==> src/rtl/jddm_pkg.sv <==
`timescale 1ns / 1ps
// ----------------------------------------------------------------------------
// jddm_pkg: shared types and constants of the drive mixer
// Field widths, register map, reset values and divider sizing.
// ----------------------------------------------------------------------------
package jddm_pkg;

	localparam int RAW_W  = 16;   // stick value, shaped axis, clamped mix
	localparam int FS_W   = 15;   // full_scale, dead_band
	localparam int SL_W   = 16;   // speed_limit
	localparam int TIME_W = 32;   // millisecond timestamps
	localparam int LVL_W  = 18;   // filtered speed level
	localparam int DRV_W  = 17;   // speed on the result word

	localparam int APB_AW = 4;
	localparam int APB_DW = 32;

	localparam logic [FS_W-1:0]   FS_RESET      = 15'd1000;
	localparam logic [FS_W-1:0]   DB_RESET      = 15'd50;
	localparam logic [SL_W-1:0]   SL_RESET      = 16'd256;
	localparam logic [TIME_W-1:0] TIMEOUT_RESET = 32'd500;

	typedef enum logic [1:0] {
		REG_FULL_SCALE  = 2'd0,
		REG_DEAD_BAND   = 2'd1,
		REG_SPEED_LIMIT = 2'd2,
		REG_TIMEOUT     = 2'd3
	} reg_idx_t;

	typedef struct packed {
		logic [FS_W-1:0]   full_scale;
		logic [FS_W-1:0]   dead_band;
		logic [SL_W-1:0]   speed_limit;
		logic [TIME_W-1:0] timeout_limit_ms;
	} cfg_t;

	// shared divider: 32-bit dividend, 15-bit divisor, two quotient bits a cycle
	localparam int DIV_W      = 32;
	localparam int DEN_W      = 15;
	localparam int DIV_STEPS  = 2;
	localparam int DIV_CYCLES = DIV_W / DIV_STEPS;
	localparam int DIV_CNT_W  = $clog2(DIV_CYCLES);

	typedef struct packed {
		logic             start;
		logic [DIV_W-1:0] dividend;
		logic [DEN_W-1:0] divisor;
	} div_req_t;

	typedef struct packed {
		logic             done;
		logic [DIV_W-1:0] quotient;
	} div_rsp_t;

endpackage

==> src/rtl/jddm_cmd_if.sv <==
`timescale 1ns / 1ps
// ----------------------------------------------------------------------------
// jddm_cmd_if: control tick channel
// One word per tick: command flag, stick values and timestamps.
// ----------------------------------------------------------------------------
interface jddm_cmd_if;
	logic                              valid;
	logic                              ready;
	logic                              has_command;
	logic signed [jddm_pkg::RAW_W-1:0] raw_throttle;
	logic signed [jddm_pkg::RAW_W-1:0] raw_turn;
	logic [jddm_pkg::TIME_W-1:0]       command_time_ms;
	logic [jddm_pkg::TIME_W-1:0]       now_ms;

	modport source (
		output valid, has_command, raw_throttle, raw_turn, command_time_ms, now_ms,
		input  ready
	);
	modport sink (
		input  valid, has_command, raw_throttle, raw_turn, command_time_ms, now_ms,
		output ready
	);
endinterface

==> src/rtl/jddm_drive_if.sv <==
`timescale 1ns / 1ps
// ----------------------------------------------------------------------------
// jddm_drive_if: drive result channel
// One word per tick: wheel targets, link flag and shaped axes.
// ----------------------------------------------------------------------------
interface jddm_drive_if;
	logic                              valid;
	logic                              ready;
	logic signed [jddm_pkg::DRV_W-1:0] left_drive;
	logic signed [jddm_pkg::DRV_W-1:0] right_drive;
	logic                              link_up;
	logic signed [jddm_pkg::RAW_W-1:0] shaped_throttle;
	logic signed [jddm_pkg::RAW_W-1:0] shaped_turn;

	modport source (
		output valid, left_drive, right_drive, link_up, shaped_throttle, shaped_turn,
		input  ready
	);
	modport sink (
		input  valid, left_drive, right_drive, link_up, shaped_throttle, shaped_turn,
		output ready
	);
endinterface

==> src/rtl/jddm_div.sv <==
`timescale 1ns / 1ps
// ----------------------------------------------------------------------------
// jddm_div: shared unsigned divider
// Restoring division, two quotient bits per cycle, done pulses when finished.
// ----------------------------------------------------------------------------
module jddm_div (
	input  logic                clk,
	input  logic                arst_n,
	input  jddm_pkg::div_req_t  req,
	output jddm_pkg::div_rsp_t  rsp
);

	logic [jddm_pkg::DIV_W-1:0]     work_q, work_c;
	logic [jddm_pkg::DEN_W-1:0]     rem_q, rem_c, den_q;
	logic [jddm_pkg::DIV_CNT_W-1:0] cnt_q;
	logic                           busy_q, done_q;

	// quotient bits shift in at the bottom of the dividend register
	always_comb begin
		logic [jddm_pkg::DEN_W:0] trial;
		rem_c  = rem_q;
		work_c = work_q;
		trial  = '0;
		for (int i = 0; i < jddm_pkg::DIV_STEPS; i++) begin
			trial  = {rem_c, work_c[jddm_pkg::DIV_W-1]};
			work_c = {work_c[jddm_pkg::DIV_W-2:0], 1'b0};
			if (trial >= {1'b0, den_q}) begin
				rem_c     = jddm_pkg::DEN_W'(trial - {1'b0, den_q});
				work_c[0] = 1'b1;
			end else begin
				rem_c = trial[jddm_pkg::DEN_W-1:0];
			end
		end
	end

	always_ff @(posedge clk or negedge arst_n) begin
		if (!arst_n) begin
			busy_q <= 1'b0;
			done_q <= 1'b0;
			cnt_q  <= '0;
		end else if (req.start) begin
			busy_q <= 1'b1;
			done_q <= 1'b0;
			cnt_q  <= jddm_pkg::DIV_CNT_W'(jddm_pkg::DIV_CYCLES - 1);
		end else if (busy_q) begin
			if (cnt_q == '0) begin
				busy_q <= 1'b0;
				done_q <= 1'b1;
			end else begin
				cnt_q <= cnt_q - 1'b1;
			end
		end else begin
			done_q <= 1'b0;
		end
	end

	always_ff @(posedge clk) begin
		if (req.start) begin
			work_q <= req.dividend;
			den_q  <= req.divisor;
			rem_q  <= '0;
		end else if (busy_q) begin
			work_q <= work_c;
			rem_q  <= rem_c;
		end
	end

	assign rsp.done     = done_q;
	assign rsp.quotient = work_q;

endmodule

==> src/rtl/jddm_regs.sv <==
`timescale 1ns / 1ps
// ----------------------------------------------------------------------------
// jddm_regs: configuration registers
// APB-style write/read of full scale, dead band, speed limit and timeout.
// ----------------------------------------------------------------------------
module jddm_regs (
	input  logic                        clk,
	input  logic                        arst_n,
	input  logic                        psel,
	input  logic                        penable,
	input  logic                        pwrite,
	input  logic [jddm_pkg::APB_AW-1:0] paddr,
	input  logic [jddm_pkg::APB_DW-1:0] pwdata,
	output logic [jddm_pkg::APB_DW-1:0] prdata,
	output logic                        pready,
	output jddm_pkg::cfg_t              cfg
);

	jddm_pkg::cfg_t     cfg_q;
	jddm_pkg::reg_idx_t idx;
	logic               wr_en;

	assign idx    = jddm_pkg::reg_idx_t'(paddr[jddm_pkg::APB_AW-1:2]);
	assign wr_en  = psel & penable & pwrite;
	assign pready = 1'b1;

	always_ff @(posedge clk or negedge arst_n) begin
		if (!arst_n) begin
			cfg_q.full_scale       <= jddm_pkg::FS_RESET;
			cfg_q.dead_band        <= jddm_pkg::DB_RESET;
			cfg_q.speed_limit      <= jddm_pkg::SL_RESET;
			cfg_q.timeout_limit_ms <= jddm_pkg::TIMEOUT_RESET;
		end else if (wr_en) begin
			case (idx)
				jddm_pkg::REG_FULL_SCALE:  cfg_q.full_scale <= pwdata[jddm_pkg::FS_W-1:0];
				jddm_pkg::REG_DEAD_BAND:   cfg_q.dead_band  <= pwdata[jddm_pkg::FS_W-1:0];
				jddm_pkg::REG_SPEED_LIMIT: cfg_q.speed_limit <= pwdata[jddm_pkg::SL_W-1:0];
				jddm_pkg::REG_TIMEOUT:     cfg_q.timeout_limit_ms <= pwdata;
				default: ;
			endcase
		end
	end

	always_comb begin
		case (idx)
			jddm_pkg::REG_FULL_SCALE:  prdata = jddm_pkg::APB_DW'(cfg_q.full_scale);
			jddm_pkg::REG_DEAD_BAND:   prdata = jddm_pkg::APB_DW'(cfg_q.dead_band);
			jddm_pkg::REG_SPEED_LIMIT: prdata = jddm_pkg::APB_DW'(cfg_q.speed_limit);
			jddm_pkg::REG_TIMEOUT:     prdata = cfg_q.timeout_limit_ms;
			default:                   prdata = '0;
		endcase
	end

	assign cfg = cfg_q;

endmodule

==> src/rtl/jddm_core.sv <==
`timescale 1ns / 1ps
// ----------------------------------------------------------------------------
// jddm_core: sequencer and datapath of the mixer
// Deadband, mixing, speed scaling and smoothing through one multiplier and
// the shared divider, then link timeout and the result register.
// ----------------------------------------------------------------------------
module jddm_core (
	input  logic            clk,
	input  logic            arst_n,
	input  jddm_pkg::cfg_t  cfg,
	jddm_cmd_if.sink        cmd,
	jddm_drive_if.source    drive
);

	typedef enum logic [6:0] {
		ST_IDLE     = 7'b0000001,
		ST_SHAPE    = 7'b0000010,
		ST_SPEED    = 7'b0000100,
		ST_DIV_GO   = 7'b0001000,
		ST_DIV_WAIT = 7'b0010000,
		ST_MIX      = 7'b0100000,
		ST_FINISH   = 7'b1000000
	} state_t;

	localparam int RW = jddm_pkg::RAW_W;
	localparam int FW = jddm_pkg::FS_W;
	localparam int LW = jddm_pkg::LVL_W;
	localparam int DW = jddm_pkg::DIV_W;

	state_t state_q;
	logic   idx_q, speed_ph_q;

	logic                          has_cmd_q, neg_q;
	logic [RW-1:0]                 raw_q [2];
	logic [jddm_pkg::TIME_W-1:0]   cmd_time_q, now_q, last_cmd_q;
	logic [RW-1:0]                 shp_q [2];
	logic [RW-1:0]                 mix_q [2];
	logic [LW-1:0]                 lvl_q [2];
	logic [RW-1:0]                 held_q [2];
	logic                          link_q;
	logic [DW-1:0]                 prod_q;
	logic [jddm_pkg::DEN_W-1:0]    den_q;

	logic                          out_valid_q, out_link_q;
	logic [jddm_pkg::DRV_W-1:0]    out_left_q, out_right_q;
	logic [RW-1:0]                 out_thr_q, out_turn_q;

	jddm_pkg::div_req_t div_req;
	jddm_pkg::div_rsp_t div_rsp;

	jddm_div u_div (
		.clk    (clk),
		.arst_n (arst_n),
		.req    (div_req),
		.rsp    (div_rsp)
	);

	// ---------------- deadband operand ----------------
	logic [RW-1:0] raw_sel, raw_mag, fs_ext, db_ext;
	logic          in_band, band_wide;

	assign raw_sel   = raw_q[idx_q];
	assign raw_mag   = raw_sel[RW-1] ? (~raw_sel + RW'(1)) : raw_sel;
	assign fs_ext    = {1'b0, cfg.full_scale};
	assign db_ext    = {1'b0, cfg.dead_band};
	assign in_band   = raw_mag <= db_ext;
	assign band_wide = cfg.full_scale <= cfg.dead_band;

	// ---------------- speed operand ----------------
	logic [RW-1:0] mix_sel, mix_abs;
	logic [FW-1:0] mix_mag;

	assign mix_sel = mix_q[idx_q];
	assign mix_abs = mix_sel[RW-1] ? (~mix_sel + RW'(1)) : mix_sel;
	assign mix_mag = mix_abs[FW-1:0];   // clamped to full_scale

	// ---------------- shared multiplier ----------------
	logic [RW-1:0]              mul_a;
	logic [jddm_pkg::SL_W-1:0]  mul_b;
	logic [DW-1:0]              mul_p;

	always_comb begin
		if (state_q == ST_SPEED) begin
			mul_a = {1'b0, mix_mag};
			mul_b = cfg.speed_limit;
		end else begin
			mul_a = raw_mag - db_ext;
			mul_b = fs_ext;
		end
	end
	assign mul_p = DW'(mul_a) * DW'(mul_b);

	assign div_req.start    = (state_q == ST_DIV_GO);
	assign div_req.dividend = prod_q;
	assign div_req.divisor  = den_q;

	// ---------------- divider result ----------------
	logic [FW-1:0] q_clamp;
	logic [RW-1:0] q_ext, shp_div;
	logic [LW-1:0] spd_ext, spd_new;

	assign q_clamp = (div_rsp.quotient > DW'(cfg.full_scale)) ? cfg.full_scale
	               : div_rsp.quotient[FW-1:0];
	assign q_ext   = {1'b0, q_clamp};
	assign shp_div = neg_q ? (~q_ext + RW'(1)) : q_ext;
	assign spd_ext = LW'(div_rsp.quotient[jddm_pkg::SL_W-1:0]);
	assign spd_new = neg_q ? (~spd_ext + LW'(1)) : spd_ext;

	// smoothing: jump on sign reversal, else floor((old + 3*new) / 4)
	logic [LW-1:0] lvl_old, lvl_smooth;
	logic [LW+1:0] smooth_sum;
	logic          old_pos, old_neg, new_pos, new_neg;

	assign lvl_old    = lvl_q[idx_q];
	assign old_neg    = lvl_old[LW-1];
	assign old_pos    = !lvl_old[LW-1] && (lvl_old != '0);
	assign new_neg    = spd_new[LW-1];
	assign new_pos    = !spd_new[LW-1] && (spd_new != '0);
	assign smooth_sum = {{2{lvl_old[LW-1]}}, lvl_old} + {{2{spd_new[LW-1]}}, spd_new}
	                  + {spd_new[LW-1], spd_new, 1'b0};
	assign lvl_smooth = ((old_pos && new_neg) || (old_neg && new_pos)) ? spd_new
	                  : smooth_sum[LW+1:2];

	// ---------------- mixing ----------------
	function automatic logic [RW-1:0] clamp_mix(input logic [RW:0] v,
	                                            input logic [FW-1:0] fs);
		logic signed [RW:0] sv, hi, lo;
		sv = v;
		hi = {2'b00, fs};
		lo = -hi;
		if (sv > hi)
			return hi[RW-1:0];
		else if (sv < lo)
			return lo[RW-1:0];
		else
			return v[RW-1:0];
	endfunction

	logic [RW:0]   mix_sum, mix_dif;
	logic [RW-1:0] mix_l, mix_r;
	logic          sticks_zero;

	assign mix_sum     = {shp_q[0][RW-1], shp_q[0]} + {shp_q[1][RW-1], shp_q[1]};
	assign mix_dif     = {shp_q[0][RW-1], shp_q[0]} - {shp_q[1][RW-1], shp_q[1]};
	assign mix_l       = clamp_mix(mix_sum, cfg.full_scale);
	assign mix_r       = clamp_mix(mix_dif, cfg.full_scale);
	assign sticks_zero = (shp_q[0] == '0) && (shp_q[1] == '0);

	// ---------------- link timeout ----------------
	logic [jddm_pkg::TIME_W-1:0] last_eff, age;
	logic                        drop, out_free;

	assign last_eff = has_cmd_q ? cmd_time_q : last_cmd_q;
	assign age      = now_q - last_eff;
	assign drop     = (last_eff == '0) || (age > cfg.timeout_limit_ms);
	assign out_free = !out_valid_q || drive.ready;

	// ---------------- sequencer and state ----------------
	always_ff @(posedge clk or negedge arst_n) begin
		if (!arst_n) begin
			state_q     <= ST_IDLE;
			idx_q       <= 1'b0;
			speed_ph_q  <= 1'b0;
			out_valid_q <= 1'b0;
			lvl_q[0]    <= '0;
			lvl_q[1]    <= '0;
			held_q[0]   <= '0;
			held_q[1]   <= '0;
			last_cmd_q  <= '0;
			link_q      <= 1'b0;
		end else begin
			// in ST_FINISH an accepted word is replaced by the next one below
			if (drive.valid && drive.ready && state_q != ST_FINISH)
				out_valid_q <= 1'b0;
			case (state_q)
				ST_IDLE: begin
					if (cmd.valid) begin
						idx_q      <= 1'b0;
						speed_ph_q <= 1'b0;
						state_q    <= cmd.has_command ? ST_SHAPE : ST_FINISH;
					end
				end
				ST_SHAPE: begin
					if (in_band || band_wide) begin
						idx_q <= 1'b1;
						if (idx_q)
							state_q <= ST_MIX;
					end else begin
						state_q <= ST_DIV_GO;
					end
				end
				ST_SPEED: begin
					state_q <= ST_DIV_GO;
				end
				ST_DIV_GO: begin
					state_q <= ST_DIV_WAIT;
				end
				ST_DIV_WAIT: begin
					if (div_rsp.done) begin
						if (speed_ph_q)
							lvl_q[idx_q] <= lvl_smooth;
						idx_q <= 1'b1;
						if (!idx_q)
							state_q <= speed_ph_q ? ST_SPEED : ST_SHAPE;
						else
							state_q <= speed_ph_q ? ST_FINISH : ST_MIX;
					end
				end
				ST_MIX: begin
					idx_q      <= 1'b0;
					speed_ph_q <= 1'b1;
					if (sticks_zero) begin
						lvl_q[0] <= '0;
						lvl_q[1] <= '0;
						state_q  <= ST_FINISH;
					end else begin
						state_q <= ST_SPEED;
					end
				end
				ST_FINISH: begin
					if (out_free) begin
						out_valid_q <= 1'b1;
						state_q     <= ST_IDLE;
						if (has_cmd_q)
							last_cmd_q <= cmd_time_q;
						if (drop) begin
							held_q[0] <= '0;
							held_q[1] <= '0;
							lvl_q[0]  <= '0;
							lvl_q[1]  <= '0;
							link_q    <= 1'b0;
						end else if (has_cmd_q) begin
							held_q[0] <= shp_q[0];
							held_q[1] <= shp_q[1];
							link_q    <= 1'b1;
						end
					end
				end
				default: state_q <= ST_IDLE;
			endcase
		end
	end

	// ---------------- payload registers ----------------
	always_ff @(posedge clk) begin
		if (state_q == ST_IDLE && cmd.valid) begin
			has_cmd_q  <= cmd.has_command;
			raw_q[0]   <= cmd.raw_throttle;
			raw_q[1]   <= cmd.raw_turn;
			cmd_time_q <= cmd.command_time_ms;
			now_q      <= cmd.now_ms;
		end
		if (state_q == ST_SHAPE) begin
			prod_q <= mul_p;
			den_q  <= cfg.full_scale - cfg.dead_band;
			neg_q  <= raw_sel[RW-1];
			if (in_band)
				shp_q[idx_q] <= '0;
			else if (band_wide)
				shp_q[idx_q] <= raw_sel[RW-1] ? (~fs_ext + RW'(1)) : fs_ext;
		end
		if (state_q == ST_SPEED) begin
			prod_q <= mul_p;
			den_q  <= cfg.full_scale;
			neg_q  <= mix_sel[RW-1];
		end
		if (state_q == ST_DIV_WAIT && div_rsp.done && !speed_ph_q)
			shp_q[idx_q] <= shp_div;
		if (state_q == ST_MIX) begin
			mix_q[0] <= mix_l;
			mix_q[1] <= mix_r;
		end
		if (state_q == ST_FINISH && out_free) begin
			out_link_q  <= drop ? 1'b0 : (has_cmd_q | link_q);
			out_left_q  <= drop ? '0 : lvl_q[0][jddm_pkg::DRV_W-1:0];
			out_right_q <= drop ? '0 : lvl_q[1][jddm_pkg::DRV_W-1:0];
			out_thr_q   <= drop ? '0 : (has_cmd_q ? shp_q[0] : held_q[0]);
			out_turn_q  <= drop ? '0 : (has_cmd_q ? shp_q[1] : held_q[1]);
		end
	end

	assign cmd.ready             = (state_q == ST_IDLE);
	assign drive.valid           = out_valid_q;
	assign drive.left_drive      = out_left_q;
	assign drive.right_drive     = out_right_q;
	assign drive.link_up         = out_link_q;
	assign drive.shaped_throttle = out_thr_q;
	assign drive.shaped_turn     = out_turn_q;

endmodule

==> src/rtl/joystick_differential_drive_mixer_unit.sv <==
`timescale 1ns / 1ps
// ----------------------------------------------------------------------------
// joystick_differential_drive_mixer_unit: arcade drive mixer, top level
// Tick with a command: when both axes leave the band the result word takes four
//   passes through the shared divider, two to shape the axes, two to scale speed.
//   An axis inside the band skips its shaping pass; zero shaped axes skip the speed passes.
// Tick without a command: straight from accept to the result register. One tick
//   in work at a time; next accept in the cycle after the result loads,
//   later while the previous word still waits in the output register.
// Reset (arst_n low, async): registers to defaults, levels/link/held cleared.
// ----------------------------------------------------------------------------
module joystick_differential_drive_mixer_unit (
	input  logic                        clk,
	input  logic                        arst_n,
	input  logic                        psel,
	input  logic                        penable,
	input  logic                        pwrite,
	input  logic [jddm_pkg::APB_AW-1:0] paddr,
	input  logic [jddm_pkg::APB_DW-1:0] pwdata,
	output logic [jddm_pkg::APB_DW-1:0] prdata,
	output logic                        pready,
	jddm_cmd_if.sink                    cmd,
	jddm_drive_if.source                drive
);

	jddm_pkg::cfg_t cfg;

	jddm_regs u_regs (
		.clk     (clk),
		.arst_n  (arst_n),
		.psel    (psel),
		.penable (penable),
		.pwrite  (pwrite),
		.paddr   (paddr),
		.pwdata  (pwdata),
		.prdata  (prdata),
		.pready  (pready),
		.cfg     (cfg)
	);

	jddm_core u_core (
		.clk    (clk),
		.arst_n (arst_n),
		.cfg    (cfg),
		.cmd    (cmd),
		.drive  (drive)
	);

`ifndef SYNTHESIS
	// one tick at a time: no new word taken right after an accept
	a_busy_after_accept: assert property (@(posedge clk) disable iff (!arst_n)
		cmd.valid && cmd.ready |=> !cmd.ready)
		else $error("tick accepted while busy");

	// a dropped link shows all-zero targets and axes
	a_link_down_zero: assert property (@(posedge clk) disable iff (!arst_n)
		drive.valid && !drive.link_up |-> drive.left_drive == '0 &&
		drive.right_drive == '0 && drive.shaped_throttle == '0 &&
		drive.shaped_turn == '0)
		else $error("nonzero output with link down");

	// filtered targets never reach the most negative code
	a_drive_range: assert property (@(posedge clk) disable iff (!arst_n)
		drive.valid |-> drive.left_drive != {1'b1, {(jddm_pkg::DRV_W-1){1'b0}}} &&
		drive.right_drive != {1'b1, {(jddm_pkg::DRV_W-1){1'b0}}})
		else $error("drive target out of range");
`endif

endmodule
==> src/flat_wrapper.sv <==
// flat-port wrapper written by rule: the top's interface ports become plain ports
module joystick_differential_drive_mixer_unit_flat 
  (clk, arst_n, psel, penable, pwrite, paddr, pwdata, prdata, pready, cmd_valid, cmd_has_command, cmd_raw_throttle, cmd_raw_turn, cmd_command_time_ms, cmd_now_ms, cmd_ready, drive_valid, drive_left_drive, drive_right_drive, drive_link_up, drive_shaped_throttle, drive_shaped_turn, drive_ready);
  jddm_cmd_if cmd_i ();
  jddm_drive_if drive_i ();
  input  logic clk;
  input  logic arst_n;
  input  logic psel;
  input  logic penable;
  input  logic pwrite;
  input  logic [jddm_pkg::APB_AW-1:0] paddr;
  input  logic [jddm_pkg::APB_DW-1:0] pwdata;
  output logic [jddm_pkg::APB_DW-1:0] prdata;
  output logic pready;
  input wire logic [$bits(cmd_i.valid)-1:0] cmd_valid;
  input wire logic [$bits(cmd_i.has_command)-1:0] cmd_has_command;
  input wire logic [$bits(cmd_i.raw_throttle)-1:0] cmd_raw_throttle;
  input wire logic [$bits(cmd_i.raw_turn)-1:0] cmd_raw_turn;
  input wire logic [$bits(cmd_i.command_time_ms)-1:0] cmd_command_time_ms;
  input wire logic [$bits(cmd_i.now_ms)-1:0] cmd_now_ms;
  output wire logic [$bits(cmd_i.ready)-1:0] cmd_ready;
  output wire logic [$bits(drive_i.valid)-1:0] drive_valid;
  output wire logic [$bits(drive_i.left_drive)-1:0] drive_left_drive;
  output wire logic [$bits(drive_i.right_drive)-1:0] drive_right_drive;
  output wire logic [$bits(drive_i.link_up)-1:0] drive_link_up;
  output wire logic [$bits(drive_i.shaped_throttle)-1:0] drive_shaped_throttle;
  output wire logic [$bits(drive_i.shaped_turn)-1:0] drive_shaped_turn;
  input wire logic [$bits(drive_i.ready)-1:0] drive_ready;
  assign cmd_i.valid = cmd_valid;
  assign cmd_i.has_command = cmd_has_command;
  assign cmd_i.raw_throttle = cmd_raw_throttle;
  assign cmd_i.raw_turn = cmd_raw_turn;
  assign cmd_i.command_time_ms = cmd_command_time_ms;
  assign cmd_i.now_ms = cmd_now_ms;
  assign cmd_ready = cmd_i.ready;
  assign drive_valid = drive_i.valid;
  assign drive_left_drive = drive_i.left_drive;
  assign drive_right_drive = drive_i.right_drive;
  assign drive_link_up = drive_i.link_up;
  assign drive_shaped_throttle = drive_i.shaped_throttle;
  assign drive_shaped_turn = drive_i.shaped_turn;
  assign drive_i.ready = drive_ready;
  joystick_differential_drive_mixer_unit u_core (.clk(clk), .arst_n(arst_n), .psel(psel), .penable(penable), .pwrite(pwrite), .paddr(paddr), .pwdata(pwdata), .prdata(prdata), .pready(pready), .cmd(cmd_i), .drive(drive_i));
endmodule
==> config.mk <==
export PLATFORM = sky130hd
export DESIGN_NAME = joystick_differential_drive_mixer_unit_flat
export DESIGN_NICKNAME = d
export VERILOG_FILES = /design/src/rtl/jddm_pkg.sv /design/src/rtl/jddm_cmd_if.sv /design/src/rtl/jddm_drive_if.sv /design/src/rtl/jddm_div.sv /design/src/rtl/jddm_regs.sv /design/src/rtl/jddm_core.sv /design/src/rtl/joystick_differential_drive_mixer_unit.sv /design/src/flat_wrapper.sv
export SDC_FILE = /design/constraint.sdc
export NUM_CORES = 2
export LEC_CHECK = 0
export BUFFER_PORTS_ARGS = -buffer_cell sky130_fd_sc_hd__buf_2
export CELL_PAD_IN_SITES_DETAIL_PLACEMENT = 1
export CELL_PAD_IN_SITES_GLOBAL_PLACEMENT = 1
export CORE_UTILIZATION = 39
export DETAILED_ROUTE_END_ITERATION = 12
export HOLD_SLACK_MARGIN = 0.03
export PLACE_DENSITY_LB_ADDON = 0.1
export SETUP_SLACK_MARGIN = 0.3
export SYNTH_ARGS = -nofsm -noshare
export SYNTH_HDL_FRONTEND = slang
export SYNTH_SLANG_ARGS = --single-unit
==> constraint.sdc <==
create_clock -name clk -period 23 [get_ports clk]
set_clock_uncertainty 0.2 [all_clocks]
set_input_delay 4.6 -clock clk [delete_from_list [all_inputs] [get_ports clk]]
set_output_delay 4.6 -clock clk [all_outputs]
set_load 0.01 [all_outputs]
==> results summary <==
The run finished with clean final reports. The sequential cell area fraction in the yosys report is 35.13%. The largest net degree at the start of global routing is 86. The tree is rooted in a sky130_fd_sc_hd__clkbuf_16.

The final-report hold violation count is 0. The number of iterations in the first detailed-routing pass is 5. The multi-input combinational cells in the finished layout cover a total of 25370 sq um. The number of hold buffers added after CTS is 0. The post-route antenna net violation count is 0. The portion of the clock cycle consumed by the worst path in the final layout is 51.45%. Of all flip-flops after synthesis, the portion carrying an async set or reset was 36.59%.

The critical path contains buffers and inverters numbering 6 combined. The critical setup path kind is flip-flop to flip-flop. The final-report setup violation count is 0. Relative to the synthesized area, the layout overhead comes to 11.89%. The synthesized design spends more area on one cell type than any other, namely sky130_fd_sc_hd__edfxtp_1. The mean instance size in the synthesized netlist is 9.688 sq um.

The final critical delay including setup and external delays came out at 11830 ps. The net count of the finished layout is 5303. Clock latency on the worst-skew pair, taken at its later pin, is 680 ps.

The utilization of the core after routing came out at 44.14%. The buffer depth of the longest clock path is 3. The required time at the worst-slack endpoint is 23200 ps. The number of sinks handled by clock tree synthesis is 533. The count of instances resized after the clock tree is built is 0.

The tightest min-delay check is of the flip-flop to flip-flop type. The final estimated routing congestion in global placement came out at 0.9169. Among all flip-flop cells after synthesis, the most frequent one is sky130_fd_sc_hd__edfxtp_1. The number of input and output port buffers inserted came out at 238.

When the netlist entered floorplanning its net count stood at 5104. The per-cell routed wire length came out at 23.60 um. The cell with the largest stage delay on the worst path is sky130_fd_sc_hd__dfrtp_4. The data arrival time of the worst path is 12030 ps. The clock transition time at the flip-flop clock pins of the worst setup and hold paths came out at 70 ps.

The total overflow reported by the global router is 0. The global-route usage over all layers is 25.69%. The H-tree generated during clock tree synthesis spans 2 levels. The cell count after synthesis came out at 4378. In this run, CTS created clock tree buffers numbering 61. Measured along the y axis, the die boundary spans 331.8 um. The per-cell via count in the routed design is 5.593. By area the synthesized netlist is led by sky130_fd_sc_hd__edfxtp_1 23%, sky130_fd_sc_hd__ha_1 11%, sky130_fd_sc_hd__dfrtp_1 11%. The number of flops mapped to enable cells by yosys came out at 323.

The die area came out at 110100 sq um. The fill cell total of the finished layout came out at 12250. The timing-limited maximum frequency is 84.51 MHz.

In this run the core area contains 120 standard-cell rows. The final-layout setup total negative slack is 0 ps. The depth of the worst hold-timing path came out at 0. The cell with the most instances on the worst path is sky130_fd_sc_hd__fa_1. The total stage count of the critical path is 36. The biggest fanout along the worst timing path came out at 30. The width of the die came out at 331.8 um.

The netlist area before placement came out at 42420 sq um. TritonCTS built the clock tree. Summed over all layers, the routed wires come to 142400 um. Yosys mapped the design onto 86 distinct sky130hd cell types. The number of violations reported at the end of detailed-routing iteration 0 is 2101. The post-route netlist has 12.40% of its cells at a drive strength greater than 1. The post-synthesis register bit count came out at 533. The number of setup buffers added after CTS is 0.

The number of global-route vias before repair is 34780. The slew at the pin closest to its max-slew limit is 1093 ps. The area of the core is 107500 sq um. The worst setup path is launched from a flip-flop. Once detailed placement completed, the half-perimeter wirelength came to 112900 um.

Counting cells, the worst reg-to-reg path comes to 36. The top-area cell type share of the netlist area came out at 22.87%. Setup repair after global routing left no endpoint under its margin. The overall via count from detail_route came out at 33750. The worst pin sits at a relative slew slack of 27.14%. The max-cap check violation count came out at 0. The number of DRC violations after detailed routing is 0.

The number of antenna violations at the first check in global routing came to 16. On the critical path the largest part of the delay comes from compound AO/OA/AOI/OAI gates. The worst setup path is captured at a flip-flop. The highest cell delay on the worst timing path came out at 650 ps. Across the whole layout, storage elements account for 14900 sq um. The starting density of the core is 39.46%. 242 I/O pins were placed.

During synthesis, Yosys emitted a total of 0 warnings. The final number of max-transition violations was 0. The first global-routing pass estimated 216900 um of wire.
==> cell families after synthesis <==
logic type	count (synthesis)	synth area share [%]
AOI/OAI and AO/OA	910	13.74
xor gates and xnor gates	202	4.171
adders and majority gates	586	21.16
buffers and inverters	576	5.212
DFF	533	35.13
muxes	216	5.758
other	2	0.01771
and+or+nand+nor	1353	14.81
==> layout by cell type (no fill, tap or decap), types with 13 or more instances in the layout <==
cell type                     n
sky130_fd_sc_hd__o2bb2ai_1   26
sky130_fd_sc_hd__xnor2_1    145
sky130_fd_sc_hd__nand3_1     75
sky130_fd_sc_hd__a21o_1      61
sky130_fd_sc_hd__edfxtp_1   323
sky130_fd_sc_hd__nand2b_1    34
sky130_fd_sc_hd__or3_1       26
sky130_fd_sc_hd__o21bai_1    23
sky130_fd_sc_hd__o21a_1      36
sky130_fd_sc_hd__a22o_1      50
sky130_fd_sc_hd__ha_1       367
sky130_fd_sc_hd__o31ai_1     23
sky130_fd_sc_hd__clkinv_2    17
sky130_fd_sc_hd__clkbuf_16   63
sky130_fd_sc_hd__dfstp_2     17
sky130_fd_sc_hd__o211ai_1    25
sky130_fd_sc_hd__o22ai_1     21
sky130_fd_sc_hd__nor3_1      60
sky130_fd_sc_hd__buf_4       67
sky130_fd_sc_hd__a211oi_1    28
sky130_fd_sc_hd__nor2b_1     34
sky130_fd_sc_hd__and2_1      71
sky130_fd_sc_hd__dfrtp_1    177
sky130_fd_sc_hd__inv_1      397
sky130_fd_sc_hd__mux4_2      15
sky130_fd_sc_hd__nor2_1     348
sky130_fd_sc_hd__nand2_1    512
sky130_fd_sc_hd__or2_2       13
sky130_fd_sc_hd__mux2_2      64
sky130_fd_sc_hd__mux2i_1    135
sky130_fd_sc_hd__buf_2      237
sky130_fd_sc_hd__a21oi_1    211
sky130_fd_sc_hd__nor4_1      47
sky130_fd_sc_hd__dfxtp_1     15
sky130_fd_sc_hd__o21ai_0    258
sky130_fd_sc_hd__a31oi_1     36
sky130_fd_sc_hd__and3_1      30
sky130_fd_sc_hd__fa_1       219
sky130_fd_sc_hd__nand4_1     38
sky130_fd_sc_hd__xor2_1      57
==> registers in the layout, indices dropped and copies added (netlist names), 17 cells and up <==
signal and count:
u_core.u_core.shp_q 32, u_core.u_core.prod_q 32, u_core.u_core.last_cmd_q 32, u_core.u_core.raw_q 32, u_core.u_core.drive.right_drive 17, u_core.u_core.cmd_time_q 32
u_core.u_core.held_q 32, u_core.u_core.u_div.work_q 32, u_core.u_core.now_q 32, u_core.u_core.lvl_q 36, u_core.u_core.drive.left_drive 17, u_core.u_regs.cfg 78
u_core.u_core.mix_q 32
==> cells in the mapped netlist (all sizes together) (13+ instances only) <==
cell type  number
nor2          353
ha            367
a21o           61
and3           30
o31ai          23
xnor2         145
o22ai          31
fa            219
buf            30
and2           71
edfxtp        323
o21ai         271
nand2         513
mux4           15
nor2b          34
dfstp          17
o21bai         23
o2bb2ai        26
a211oi         28
a22o           50
mux2           64
xor2           57
mux2i         137
nor3           65
dfxtp          15
a31oi          37
a21oi         214
o211ai         25
o21a           36
nand3          76
clkbuf        139
or3            26
or2            13
nor4           47
inv           404
nand2b         35
nand4          38
dfrtp         178
==> routing by layer <==
layer  vias to the layer above  global-route usage (%)  wire length [um]
met3                       169                   3.614              7849
li1                      15770                       -                 -
met1                     16960                   35.96             65770
met5                         -                       0               110
met4                        16                   5.413              2830
met2                       837                   42.15             65860
==> metrics by stage <==
stage	hold slack (ps)	worst slack [ps]	cell area, sq um	instances
2_1_floorplan	200.3	12090	42420	4378
3_3_place_gp	205.5	11260	45270	5917
3_5_place_dp	213.4	11260	45270	5917
4_1_cts	214.5	11150	47450	6032
5_1_grt	215.0	10390	47450	6033
6_report	214.1	11170	47460	6034
==> area by class of cell <==
type / instances / area share [%]
clock inverters: 42 / 1.099
flip-flops and latches: 533 / 31.41
repair buffers: 305 / 3.588
multi-input cells: 3269 / 53.47
clock buffers: 73 / 3.507
well taps: 1403 / 3.699
diodes: 2 / 0.01055
inverters: 407 / 3.224
==> path summary, 6_finish.rpt <==
kind                                         from                            to  slack (ps)
max                           u_core.u_core.idx_q      u_core.u_core.prod_q[31]       11170
min                        u_core.u_core.den_q[6]  u_core.u_core.u_div.den_q[6]         210
max reg2reg                   u_core.u_core.idx_q      u_core.u_core.prod_q[31]       11170
min reg2reg                u_core.u_core.den_q[6]  u_core.u_core.u_div.den_q[6]         210
max in group asynchronous                  arst_n           u_core.u_core.idx_q       17450
min in group asynchronous                  arst_n  u_core.u_core.last_cmd_q[27]        3780
Power is not shown: default switching activity piles up to over one toggle a cycle in this logic, so the estimate is an artifact.
